===== src/rtl/lped_pkg.sv =====
// Shared types and constants for the length-prefixed event deframer.
`timescale 1ns / 1ps
package lped_pkg;

  localparam int QUEUE_DEPTH = 4;

  localparam logic [1:0] MODE_BYTES32 = 2'd0;
  localparam logic [1:0] MODE_WORDS32 = 2'd1;
  localparam logic [1:0] MODE_EXCL16  = 2'd2;
  localparam logic [1:0] MODE_INCL16  = 2'd3;

  localparam logic [1:0] SIZE_MODE_RESET = MODE_INCL16;

  localparam logic REG_SIZE_MODE = 1'b0;
  localparam logic REG_HIGH_HALF = 1'b1;

  localparam logic [2:0] ST_DATA  = 3'd0;
  localparam logic [2:0] ST_SIZE  = 3'd1;
  localparam logic [2:0] ST_TRUNC = 3'd2;
  localparam logic [2:0] ST_ODD   = 3'd3;
  localparam logic [2:0] ST_SPLIT = 3'd4;

  typedef enum logic [1:0] {
    PH_IDLE  = 2'd0,
    PH_HEAD  = 2'd1,
    PH_HEAD2 = 2'd2,
    PH_BODY  = 2'd3
  } parse_phase_t;

  typedef struct packed {
    logic [15:0] data_word;
    logic        buffer_end;
    logic [15:0] event_limit;
  } item_t;

  typedef struct packed {
    logic [15:0] out_word;
    logic        event_first;
    logic        event_last;
    logic [2:0]  status;
  } result_t;

  typedef struct packed {
    logic [15:0] data_word;
    logic        buffer_end;
    logic [15:0] event_limit;
    logic        buffer_start;
    logic [16:0] size16;
  } word_entry_t;

endpackage


===== src/rtl/length_prefixed_event_deframer.sv =====
// Top level of the length-prefixed event deframer with its configuration registers.
`timescale 1ns / 1ps
// The deframer takes one 16-bit buffer word per cycle and gives at most one result per
// word, so sustained throughput is one word per clock while neither side stalls; the
// parser updates its size counter and event count once per word, which sets that
// figure. An accepted word passes through a queue slot into the result register, and
// the queue of QueueDepth entries lets input and output stall independently. There is
// no clearing pass after reset. Configuration writes take effect at once and are meant
// for times when no transaction is in flight.
module length_prefixed_event_deframer
  import lped_pkg::*;
#(
  parameter int QueueDepth = QUEUE_DEPTH
) (
  input  logic       clk,
  input  logic       rst,
  input  logic       item_valid,
  output logic       item_ready,
  input  item_t      item,
  output logic       result_valid,
  input  logic       result_ready,
  output result_t    result,
  input  logic       cfg_valid,
  output logic       cfg_ready,
  input  logic       cfg_index,
  input  logic [1:0] cfg_data
);

  logic        size_mode_unused;
  logic [1:0]  size_mode;
  logic        high_half_first;
  logic        push;
  logic        queue_full;
  logic        q_nonempty;
  logic        q_pop;
  word_entry_t push_entry;
  word_entry_t head_entry;

  assign cfg_ready        = 1'b1;
  assign size_mode_unused = 1'b0;

  always_ff @(posedge clk) begin
    if (rst) begin
      size_mode       <= SIZE_MODE_RESET;
      high_half_first <= size_mode_unused;
    end else if (cfg_valid) begin
      unique case (cfg_index)
        REG_SIZE_MODE: size_mode <= cfg_data;
        REG_HIGH_HALF: high_half_first <= cfg_data[0];
        default:       size_mode <= size_mode;
      endcase
    end
  end

  lped_front u_front (
    .clk        (clk),
    .rst        (rst),
    .item_valid (item_valid),
    .item_ready (item_ready),
    .item       (item),
    .size_mode  (size_mode),
    .queue_full (queue_full),
    .push       (push),
    .entry      (push_entry)
  );

  lped_fifo #(
    .DEPTH (QueueDepth)
  ) u_fifo (
    .clk        (clk),
    .rst        (rst),
    .push       (push),
    .push_entry (push_entry),
    .full       (queue_full),
    .pop        (q_pop),
    .nonempty   (q_nonempty),
    .head_entry (head_entry)
  );

  lped_back u_back (
    .clk             (clk),
    .rst             (rst),
    .q_nonempty      (q_nonempty),
    .q_entry         (head_entry),
    .q_pop           (q_pop),
    .size_mode       (size_mode),
    .high_half_first (high_half_first),
    .result_valid    (result_valid),
    .result_ready    (result_ready),
    .result          (result)
  );

endmodule


===== src/rtl/lped_front.sv =====
// Intake stage that marks buffer starts and precomputes the 17-bit header size.
`timescale 1ns / 1ps
module lped_front
  import lped_pkg::*;
(
  input  logic        clk,
  input  logic        rst,
  input  logic        item_valid,
  output logic        item_ready,
  input  item_t       item,
  input  logic [1:0]  size_mode,
  input  logic        queue_full,
  output logic        push,
  output word_entry_t entry
);

  logic in_buffer;

  assign item_ready = !queue_full;
  assign push       = item_valid && !queue_full;

  always_comb begin
    entry.data_word    = item.data_word;
    entry.buffer_end   = item.buffer_end;
    entry.event_limit  = item.event_limit;
    entry.buffer_start = !in_buffer;
    entry.size16       = {1'b0, item.data_word} + {16'd0, (size_mode == MODE_EXCL16)};
  end

  always_ff @(posedge clk) begin
    if (rst) begin
      in_buffer <= 1'b0;
    end else if (push) begin
      in_buffer <= !item.buffer_end;
    end
  end

endmodule


===== src/rtl/lped_fifo.sv =====
// Small queue of classified words between the intake and the parser.
`timescale 1ns / 1ps
module lped_fifo
  import lped_pkg::*;
#(
  parameter int DEPTH = QUEUE_DEPTH
) (
  input  logic        clk,
  input  logic        rst,
  input  logic        push,
  input  word_entry_t push_entry,
  output logic        full,
  input  logic        pop,
  output logic        nonempty,
  output word_entry_t head_entry
);

  localparam int AW = (DEPTH > 1) ? $clog2(DEPTH) : 1;
  localparam logic [AW-1:0] LAST_IDX = AW'(DEPTH - 1);
  localparam logic [AW:0]   FULL_CNT = (AW+1)'(DEPTH);

  word_entry_t   slots [DEPTH];
  logic [AW-1:0] wr_ptr;
  logic [AW-1:0] rd_ptr;
  logic [AW:0]   count;
  logic          do_push;
  logic          do_pop;

  assign full       = (count == FULL_CNT);
  assign nonempty   = (count != '0);
  assign head_entry = slots[rd_ptr];
  assign do_push    = push && !full;
  assign do_pop     = pop && nonempty;

  always_ff @(posedge clk) begin
    if (do_push) begin
      slots[wr_ptr] <= push_entry;
    end
  end

  always_ff @(posedge clk) begin
    if (rst) begin
      wr_ptr <= '0;
      rd_ptr <= '0;
      count  <= '0;
    end else begin
      if (do_push) begin
        wr_ptr <= (wr_ptr == LAST_IDX) ? '0 : wr_ptr + 1'b1;
      end
      if (do_pop) begin
        rd_ptr <= (rd_ptr == LAST_IDX) ? '0 : rd_ptr + 1'b1;
      end
      if (do_push && !do_pop) begin
        count <= count + 1'b1;
      end else if (do_pop && !do_push) begin
        count <= count - 1'b1;
      end
    end
  end

  a_count_bound: assert property (@(posedge clk) disable iff (rst) count <= FULL_CNT)
    else $error("Queue count exceeds its depth.");
  a_push_lands: assert property (@(posedge clk) disable iff (rst)
    push && !full && !pop |=> count == $past(count) + 1'b1)
    else $error("Accepted push did not raise the queue count.");

endmodule


===== src/rtl/lped_back.sv =====
// Event parser that walks headers and bodies and drives the result register.
`timescale 1ns / 1ps
module lped_back
  import lped_pkg::*;
(
  input  logic        clk,
  input  logic        rst,
  input  logic        q_nonempty,
  input  word_entry_t q_entry,
  output logic        q_pop,
  input  logic [1:0]  size_mode,
  input  logic        high_half_first,
  output logic        result_valid,
  input  logic        result_ready,
  output result_t     result
);

  parse_phase_t phase;
  parse_phase_t phase_next;
  parse_phase_t cur_phase;
  logic [31:0]  words_remaining;
  logic [31:0]  words_remaining_next;
  logic [15:0]  header_first_half;
  logic [15:0]  events_left;
  logic [15:0]  cur_events;
  logic         step;

  logic         res_vld;
  result_t      res;
  logic         fail;
  logic         drop;
  logic         ev_done;
  logic         to_head2;
  logic         to_body;
  logic [31:0]  rem_new;
  logic [31:0]  size32;
  logic [31:0]  size_words;
  logic         mode32;

  assign step      = q_nonempty && (!result_valid || result_ready);
  assign q_pop     = step;
  assign cur_phase = q_entry.buffer_start ? PH_HEAD : phase;
  assign cur_events = q_entry.buffer_start ? q_entry.event_limit : events_left;
  assign mode32    = (size_mode == MODE_BYTES32) || (size_mode == MODE_WORDS32);
  assign size32    = high_half_first ? {header_first_half, q_entry.data_word}
                                     : {q_entry.data_word, header_first_half};
  assign size_words = (size_mode == MODE_BYTES32) ? {1'b0, size32[31:1]} : size32;

  always_comb begin
    res_vld  = 1'b0;
    res      = '0;
    fail     = 1'b0;
    drop     = 1'b0;
    ev_done  = 1'b0;
    to_head2 = 1'b0;
    to_body  = 1'b0;
    rem_new  = '0;
    unique case (cur_phase)
      PH_HEAD: begin
        if (cur_events == '0) begin
          drop = 1'b1;
        end else if (mode32) begin
          res_vld = 1'b1;
          if (q_entry.buffer_end) begin
            fail       = 1'b1;
            res.status = ST_SPLIT;
          end else begin
            to_head2        = 1'b1;
            res.out_word    = q_entry.data_word;
            res.event_first = 1'b1;
          end
        end else begin
          res_vld = 1'b1;
          if (q_entry.size16 == '0) begin
            fail       = 1'b1;
            res.status = ST_SIZE;
          end else if (q_entry.size16 == 17'd1) begin
            ev_done         = 1'b1;
            res.out_word    = q_entry.data_word;
            res.event_first = 1'b1;
            res.event_last  = 1'b1;
          end else if (q_entry.buffer_end) begin
            fail       = 1'b1;
            res.status = ST_TRUNC;
          end else begin
            to_body         = 1'b1;
            rem_new         = {15'd0, q_entry.size16} - 32'd1;
            res.out_word    = q_entry.data_word;
            res.event_first = 1'b1;
          end
        end
      end
      PH_HEAD2: begin
        res_vld = 1'b1;
        if ((size_mode == MODE_BYTES32) && size32[0]) begin
          fail       = 1'b1;
          res.status = ST_ODD;
        end else if (size_words < 32'd2) begin
          fail       = 1'b1;
          res.status = ST_SIZE;
        end else if (size_words == 32'd2) begin
          ev_done        = 1'b1;
          res.out_word   = q_entry.data_word;
          res.event_last = 1'b1;
        end else if (q_entry.buffer_end) begin
          fail       = 1'b1;
          res.status = ST_TRUNC;
        end else begin
          to_body      = 1'b1;
          rem_new      = size_words - 32'd2;
          res.out_word = q_entry.data_word;
        end
      end
      PH_BODY: begin
        res_vld = 1'b1;
        if (words_remaining <= 32'd1) begin
          ev_done        = 1'b1;
          res.out_word   = q_entry.data_word;
          res.event_last = 1'b1;
        end else if (q_entry.buffer_end) begin
          fail       = 1'b1;
          res.status = ST_TRUNC;
        end else begin
          res.out_word = q_entry.data_word;
        end
      end
      default: begin
        res_vld = 1'b0;
      end
    endcase
  end

  always_comb begin
    priority if (q_entry.buffer_end || fail || drop) begin
      phase_next = PH_IDLE;
    end else if (ev_done) begin
      phase_next = PH_HEAD;
    end else if (to_head2) begin
      phase_next = PH_HEAD2;
    end else if (to_body) begin
      phase_next = PH_BODY;
    end else begin
      phase_next = cur_phase;
    end
  end

  always_comb begin
    if (to_body) begin
      words_remaining_next = rem_new;
    end else if (ev_done) begin
      words_remaining_next = '0;
    end else if ((cur_phase == PH_BODY) && !fail) begin
      words_remaining_next = words_remaining - 32'd1;
    end else begin
      words_remaining_next = words_remaining;
    end
  end

  always_ff @(posedge clk) begin
    if (rst) begin
      phase           <= PH_IDLE;
      words_remaining <= '0;
      events_left     <= '0;
      result_valid    <= 1'b0;
    end else begin
      if (step) begin
        phase           <= phase_next;
        words_remaining <= words_remaining_next;
        events_left     <= ev_done ? cur_events - 16'd1 : cur_events;
        result_valid    <= res_vld;
      end else if (result_ready) begin
        result_valid <= 1'b0;
      end
    end
  end

  always_ff @(posedge clk) begin
    if (step && to_head2) begin
      header_first_half <= q_entry.data_word;
    end
    if (step) begin
      result <= res;
    end
  end

  a_error_clean: assert property (@(posedge clk) disable iff (rst)
    result_valid && (result.status != ST_DATA) |->
      (result.out_word == '0) && !result.event_first && !result.event_last)
    else $error("Error result carries word data or event marks.");
  a_end_idles: assert property (@(posedge clk) disable iff (rst)
    step && q_entry.buffer_end |=> phase == PH_IDLE)
    else $error("Parser did not return to idle at the end of a buffer.");
  a_body_count: assert property (@(posedge clk) disable iff (rst)
    phase == PH_BODY |-> words_remaining != '0)
    else $error("Event body entered with no words remaining.");

endmodule

===== config.mk =====
export PLATFORM = sky130hd
export DESIGN_NAME = length_prefixed_event_deframer
export DESIGN_NICKNAME = d
export VERILOG_FILES = /design/src/rtl/lped_pkg.sv /design/src/rtl/length_prefixed_event_deframer.sv /design/src/rtl/lped_front.sv /design/src/rtl/lped_fifo.sv /design/src/rtl/lped_back.sv
export SDC_FILE = /design/constraint.sdc
export NUM_CORES = 1
export LEC_CHECK = 0
export ABC_AREA = 1
export BUFFER_PORTS_ARGS = -buffer_cell sky130_fd_sc_hd__buf_2
export CORE_ASPECT_RATIO = 1.2
export CORE_UTILIZATION = 30
export DETAILED_ROUTE_END_ITERATION = 8
export GPL_TIMING_DRIVEN = 1
export PLACE_DENSITY = 0.47
export SKIP_CTS_REPAIR_TIMING = 1
export SYNTH_ARGS = -nofsm -noshare
export SYNTH_HDL_FRONTEND = slang
export SYNTH_SLANG_ARGS = --single-unit

===== constraint.sdc =====
create_clock -name clk -period 4.4 [get_ports clk]
set_clock_uncertainty 0.05 [all_clocks]
set_input_delay 0.22 -clock clk [delete_from_list [all_inputs] [get_ports clk]]
set_output_delay 0.22 -clock clk [all_outputs]
set_load 0.01 [all_outputs]

; ---- After elaboration in Yosys (flattened, before gate mapping)
; Memory sizes are Yosys's and may differ from the RTL's. A register that Yosys moved wholly into a read port is not among the register bits.
; Cells that the tools add are included.
[op_classes]
div = 0
multipliers = 0
order_cmp = 2
n_eq_ne = 10
bitwise_logic = 2
reduce_logical = 32
shifts = 0
muxes = 89
addsub = 9
[ops]
columns = operator, count
row1 = two-way mux 32 bit, 14
row2 = two-way mux 16 bit, 7
row3 = case mux 32 bit (2 select lines), 1
row4 = two-way mux 17 bit, 3
row5 = case mux 16 bit (3 select lines), 1
row6 = two-way mux 1 bit, 36
row7 = == test 32 x 2 -> 1 bit (second input constant), 1
row8 = less-or-equal comparator 32 x 1 -> 1 bit (second input constant), 1
row9 = less-than comparator 32 x 2 -> 1 bit (second input constant), 1
row10 = subtractor 32 x 1 -> 32 bit (second input constant), 1
row11 = subtractor 32 x 2 -> 32 bit (second input constant), 1
row12 = two-way mux 2 bit, 12
row13 = two-way mux 3 bit, 8
row14 = two-way mux 21 bit, 1
row15 = two-way mux 18 bit, 1
row16 = subtractor 17 x 1 -> 18 bit (second input constant), 1
row17 = adder 16 x 1 -> 17 bit, 1
row18 = == test 17 x 1 -> 1 bit (second input constant), 1
row19 = zero test 17 bit, 1
row20 = zero test 16 bit, 1
row21 = subtractor 16 x 1 -> 16 bit (second input constant), 1
row22 = case mux 4 bit (3 select lines), 1
row23 = == test 2 bit (second input constant), 5
row24 = logical AND 1 bit, 9
row25 = other kinds (15), 34
[totals]
memories = 1
mem_bits_ro = 0
word_cells = 160
ram_bits = 204
regBits = 99
input_bits = 41
latchBits = 0
out_inout_bits = 24
[mem_list]
columns = memory, words, width, rd, rd_ports_with_merged_regs, wr, line
row1 = u_fifo.slots, 4, 51, 1, 1, 1, lped_fifo.sv:22  ; word_entry_t slots [DEPTH];

; ---- Depth between registers and ports, before layout
[logic_depth]
word_depth = 12
depth_mapped = 25
depth_no_buf = 23

; ---- Modules after synthesis
; A second synthesis with hierarchy kept.
[unflattened]
hier_cells = 1941
hier_area_um2 = 16629.7
[modules_own_cells]
columns = mod, area_per_inst_um2, seq_area_each_um2, instances, cells_each
row1 = lped_fifo, 8090.3, 6306.0, 1, 563
row2 = lped_back, 7703.6, 2132.0, 1, 1241
row3 = lped_front, 700.7, 20.0, 1, 117
row4 = length_prefixed_event_deframer, 135.1, 60.1, 1, 20

; ---- Worst setup path before layout
; OpenSTA, ideal clock, no wires.
[synth_timing]
path_kind = register to register
startpoint = register u_fifo.count[0]
endpoint = memory u_fifo.slots[0][0] (netlist bit), enable pin
t_required_ns = 3.890
synth_period_minus_slack_ns = 3.435
slack_ns = 0.965
arrival_time_ns = 2.925
path_buffers = 0
path_stages_with_launch = 5
setup_time_ns = 0.460
path_cell_list = dfxtp_1 inv_1 nand3_1 nand2_1 nor2_1
[synth_between]
elab_chain_len = 6
[synth_lines]
columns = item, line
row1 = start: declaration, lped_fifo.sv:25  ; logic [AW:0] count;
row2 = start signal: assignment, lped_fifo.sv:54  ; count <= count + 1'b1;
row3 = start signal: assignment, lped_fifo.sv:56  ; count <= count - 1'b1;
row4 = == test 3 bit (*), lped_fifo.sv:29  ; assign full = (count == FULL_CNT);
row5 = zero test 1 bit (*), --
row6 = net item_ready, length_prefixed_event_deframer.sv:18  ; output logic item_ready,
row7 = logical AND 1 bit, lped_front.sv:20  ; assign push = item_valid && !queue_full;
row8 = logical AND 1 bit (*), lped_fifo.sv:32  ; assign do_push = push && !full;
row9 = two-way mux 1 bit (*), lped_fifo.sv:36  ; if (do_push) begin
row10 = two-way mux 1 bit (implied by the code) (*), lped_fifo.sv:37  ; slots[wr_ptr] <= push_entry;
row11 = end: declaration, lped_fifo.sv:22
; The timed path passes the listed nets; every way through them passes the cells marked *.

==> results_dict.tcl <==
set metrics [dict create \
    drt_pre_antenna_iters 5 \
    clkLatencyLatePin_ps 550 \
    grt_pass1_wl_microns 75960 \
    synth-edff-count 241 \
    cp-start-kind "flop" \
    route.detailed.wl_per_inst_microns 17.59 \
    portBuffers 63 \
    maxSlewViolCount 0 \
    synth_top_area_cell "edfxtp_1" \
    cp.arrival_ps 4490 \
    gp_congestion 0.9132 \
    fp.dieH_microns 261.0 \
    rsz0062_at_grt "no" \
    ios 65 \
    holdWs_ps 102.7 \
    hp-start "cfg_valid" \
    peakVddDrop_mv 0.3605 \
    max_slew.worst_pin.slew_ps 945.4 \
    clk_pin_slew_ps 60 \
    syn_nets 2029 \
    yosysMostFrequentCell "nand2_1" \
    worstPathRequired_ps 4820 \
    fmax_mhz 245.8 \
    dr.first_iter.drc_count 772 \
    synth_area_sq_um 16770 \
    fin_total_pwr_mw 14.66 \
    synth_top_cell_area_share_pct 43.14 \
    dieWidth_microns 217.9 \
    synth_area_leaders "edfxtp_1, nand2_1, nand3_1" \
    grtUsageTotal_pct 17.33 \
    cts.sinks 305 \
    clk_path_buf_depth 3 \
    die_area_sq_um 56870 \
    yosysWarningCount 0 \
    post-route-period-util_pct 92.47 \
    vias_per_cell 4.812 \
    cts-root-buf "clkbuf_16" \
    worstRegToRegCells 20 \
    powerDensity_nw_per_um2 762.2 \
    netlist_instances 1969 \
    diodes 0 \
    totalWireLength_microns 49240 \
    worstSetupEndpointType "flop" \
    num_rows 94 \
    fin_nets 2114 \
    synth_top_flop_cell "edfxtp_1" \
    core_sq_um 55040 \
    yosys-top-cells-count "nand2_1, nand3_1, edfxtp_1" \
    status "completed" \
    fin_crit_ps 4069 \
    synthArstFlopShare_pct 0 \
    dp_hpwl_microns 34850 \
    min_path_cells 4 \
    yosysSeqAreaShare_pct 50.78 \
    drtAntennaViolNets 0 \
    leakage_nw 8.085 \
    drive_above_1_share_pct 10.63 \
    min_path_type "in -> reg" \
    min_to "high_half_first" \
    hold_viol 0 \
    grt.overflow.total 0 \
    maxSlewHeadroom_pct 36.82 \
    cts_made_buffers 37 \
    path_class "reg -> reg" \
    tritoncts "done" \
    syn_to_final_growth_pct 14.66 \
    nFillCells 5780 \
    worst-r2r-setup-slack_ps 330 \
    grt_pass1_vias 12953 \
    start_util_pct 30.47 \
    reg2reg_to "u_back.words_remaining[9]" \
    grt_max_degree 83 \
    via_count 13474 \
    antenna_found_initial 0 \
    cp_max_fo 82 \
    htree_levels 2 \
    ys_types 56 \
    tns_ps 0 \
    syn_area_per_cell_sq_um 8.519 \
    setup_viol 0 \
    drv_cap 0 \
    ys_seq_elements 305 \
    drc_errors 0 \
]
[final cells by class]
class | instances | area (sq um) | area share, %
flip-flops and latches | 305 | 8523 | 44.31
multi-input cells | 1428 | 7128 | 37.06
clock buffers | 52 | 1032 | 5.367
repair buffers | 136 | 1021 | 5.308
well taps | 720 | 900.9 | 4.684
inverters | 146 | 555.5 | 2.888
clock inverters | 13 | 72.57 | 0.3773
[critical path: stages (launching register included)]
cell,delay (ps)
dfxtp_4,460
inv_6,190
buf_12,330
nand2_1,90
nand3_1,220
nand3_1,170
nand3_1,100
nand2_1,180
nand2_1,170
nor2_2,60
nand2_2,120
nor2_4,70
nand2_2,80
nand2_2,80
nor2_2,600
o21ai_1,300
o21ai_0,230
nand2_1,170
nand2_1,100
a21oi_1,40
nor2_1,100
[kinds of logic (layout without fill, tap and decap cells)]
kind of cell,after synthesis,count (layout),synth area share [%]
XOR/XNOR,83,83,4.334
buffers and inverters,236,347,6.967
other,1,1,0.02236
flip-flops,305,305,50.78
AO/OA/AOI/OAI,187,187,6.482
multiplexers,1,1,0.05968
adder cells (fa/ha/maj),19,19,1.462
AND/OR/NAND/NOR,1137,1137,29.89
[power by group]
| part | internal [mW] | switching, mW | total [mW] |
|---|---|---|---|
| combinational | 2.51 | 5.17 | 7.68 |
| clock | 1.63 | 1.23 | 2.87 |
| sequential | 3.78 | 0.337 | 4.11 |
| total | 7.92 | 6.74 | 14.7 |
[worst max-delay path by stage]
stage,start,end,slack (ps),cells after the start
CTS,flop,u_back.words_remaining[23],370,23
global placement,flop,u_back.words_remaining[9],400,20
global route,flop,u_back.words_remaining[8],7,22
detailed placement,flop,u_back.words_remaining[31],400,23
floorplan,u_fifo.count[0],u_fifo.slots[0][0],970,4
finish,flop,u_back.words_remaining[9],330,20
[state kept, by name, summed over array words and instances (netlist names), named ones only]
signal / count
u_fifo.wr_ptr: 2
high_half_first: 1
u_fifo.rd_ptr: 2
u_back.result: 21
u_fifo.slots: 204
u_front.in_buffer: 1
size_mode: 2
u_fifo.count: 3
u_back.result_valid: 1
u_back.header_first_half: 16
u_back.events_left: 16
u_back.words_remaining: 32
u_back.phase: 2
[cell usage in the layout (no fill, tap or decap), drive strengths merged, types with 3 or more instances in the layout]
master         n
clkbuf        52
nor4          10
inv          146
xor2          68
nand2        560
nor3          33
xnor2         15
a21oi         59
or2            3
nand3        271
ha            18
edfxtp       241
o21ai         85
clkinv        13
o211ai        13
nor2         233
o22ai         17
buf           93
nand4         10
dlygate4sd3   43
nand3b        16
dfxtp         64
[per-layer routing]
layer | vias up | track usage (%) | wire, microns
met5 | - | 0 | 0
met4 | 0 | 4.876 | 1098
met3 | 65 | 1.974 | 1501
li1 | 6772 | - | -
met2 | 232 | 31.56 | 24980
met1 | 6405 | 21.46 | 21660
[through the flow]
stage | cells | instance area (sq um) | utilization (%) | worst slack (ps)
floorplan | 1969 | 16770 | - | 965.1
global placement | 2692 | 17700 | 32.15 | 403.3
detailed placement | 2692 | 17700 | 32.15 | 404.8
CTS | 2757 | 18800 | 34.16 | 374.4
global route | 2800 | 19230 | 34.94 | 7.348
finish | 2800 | 19230 | 34.94 | 331.3
(Power assumes the default switching activity.)
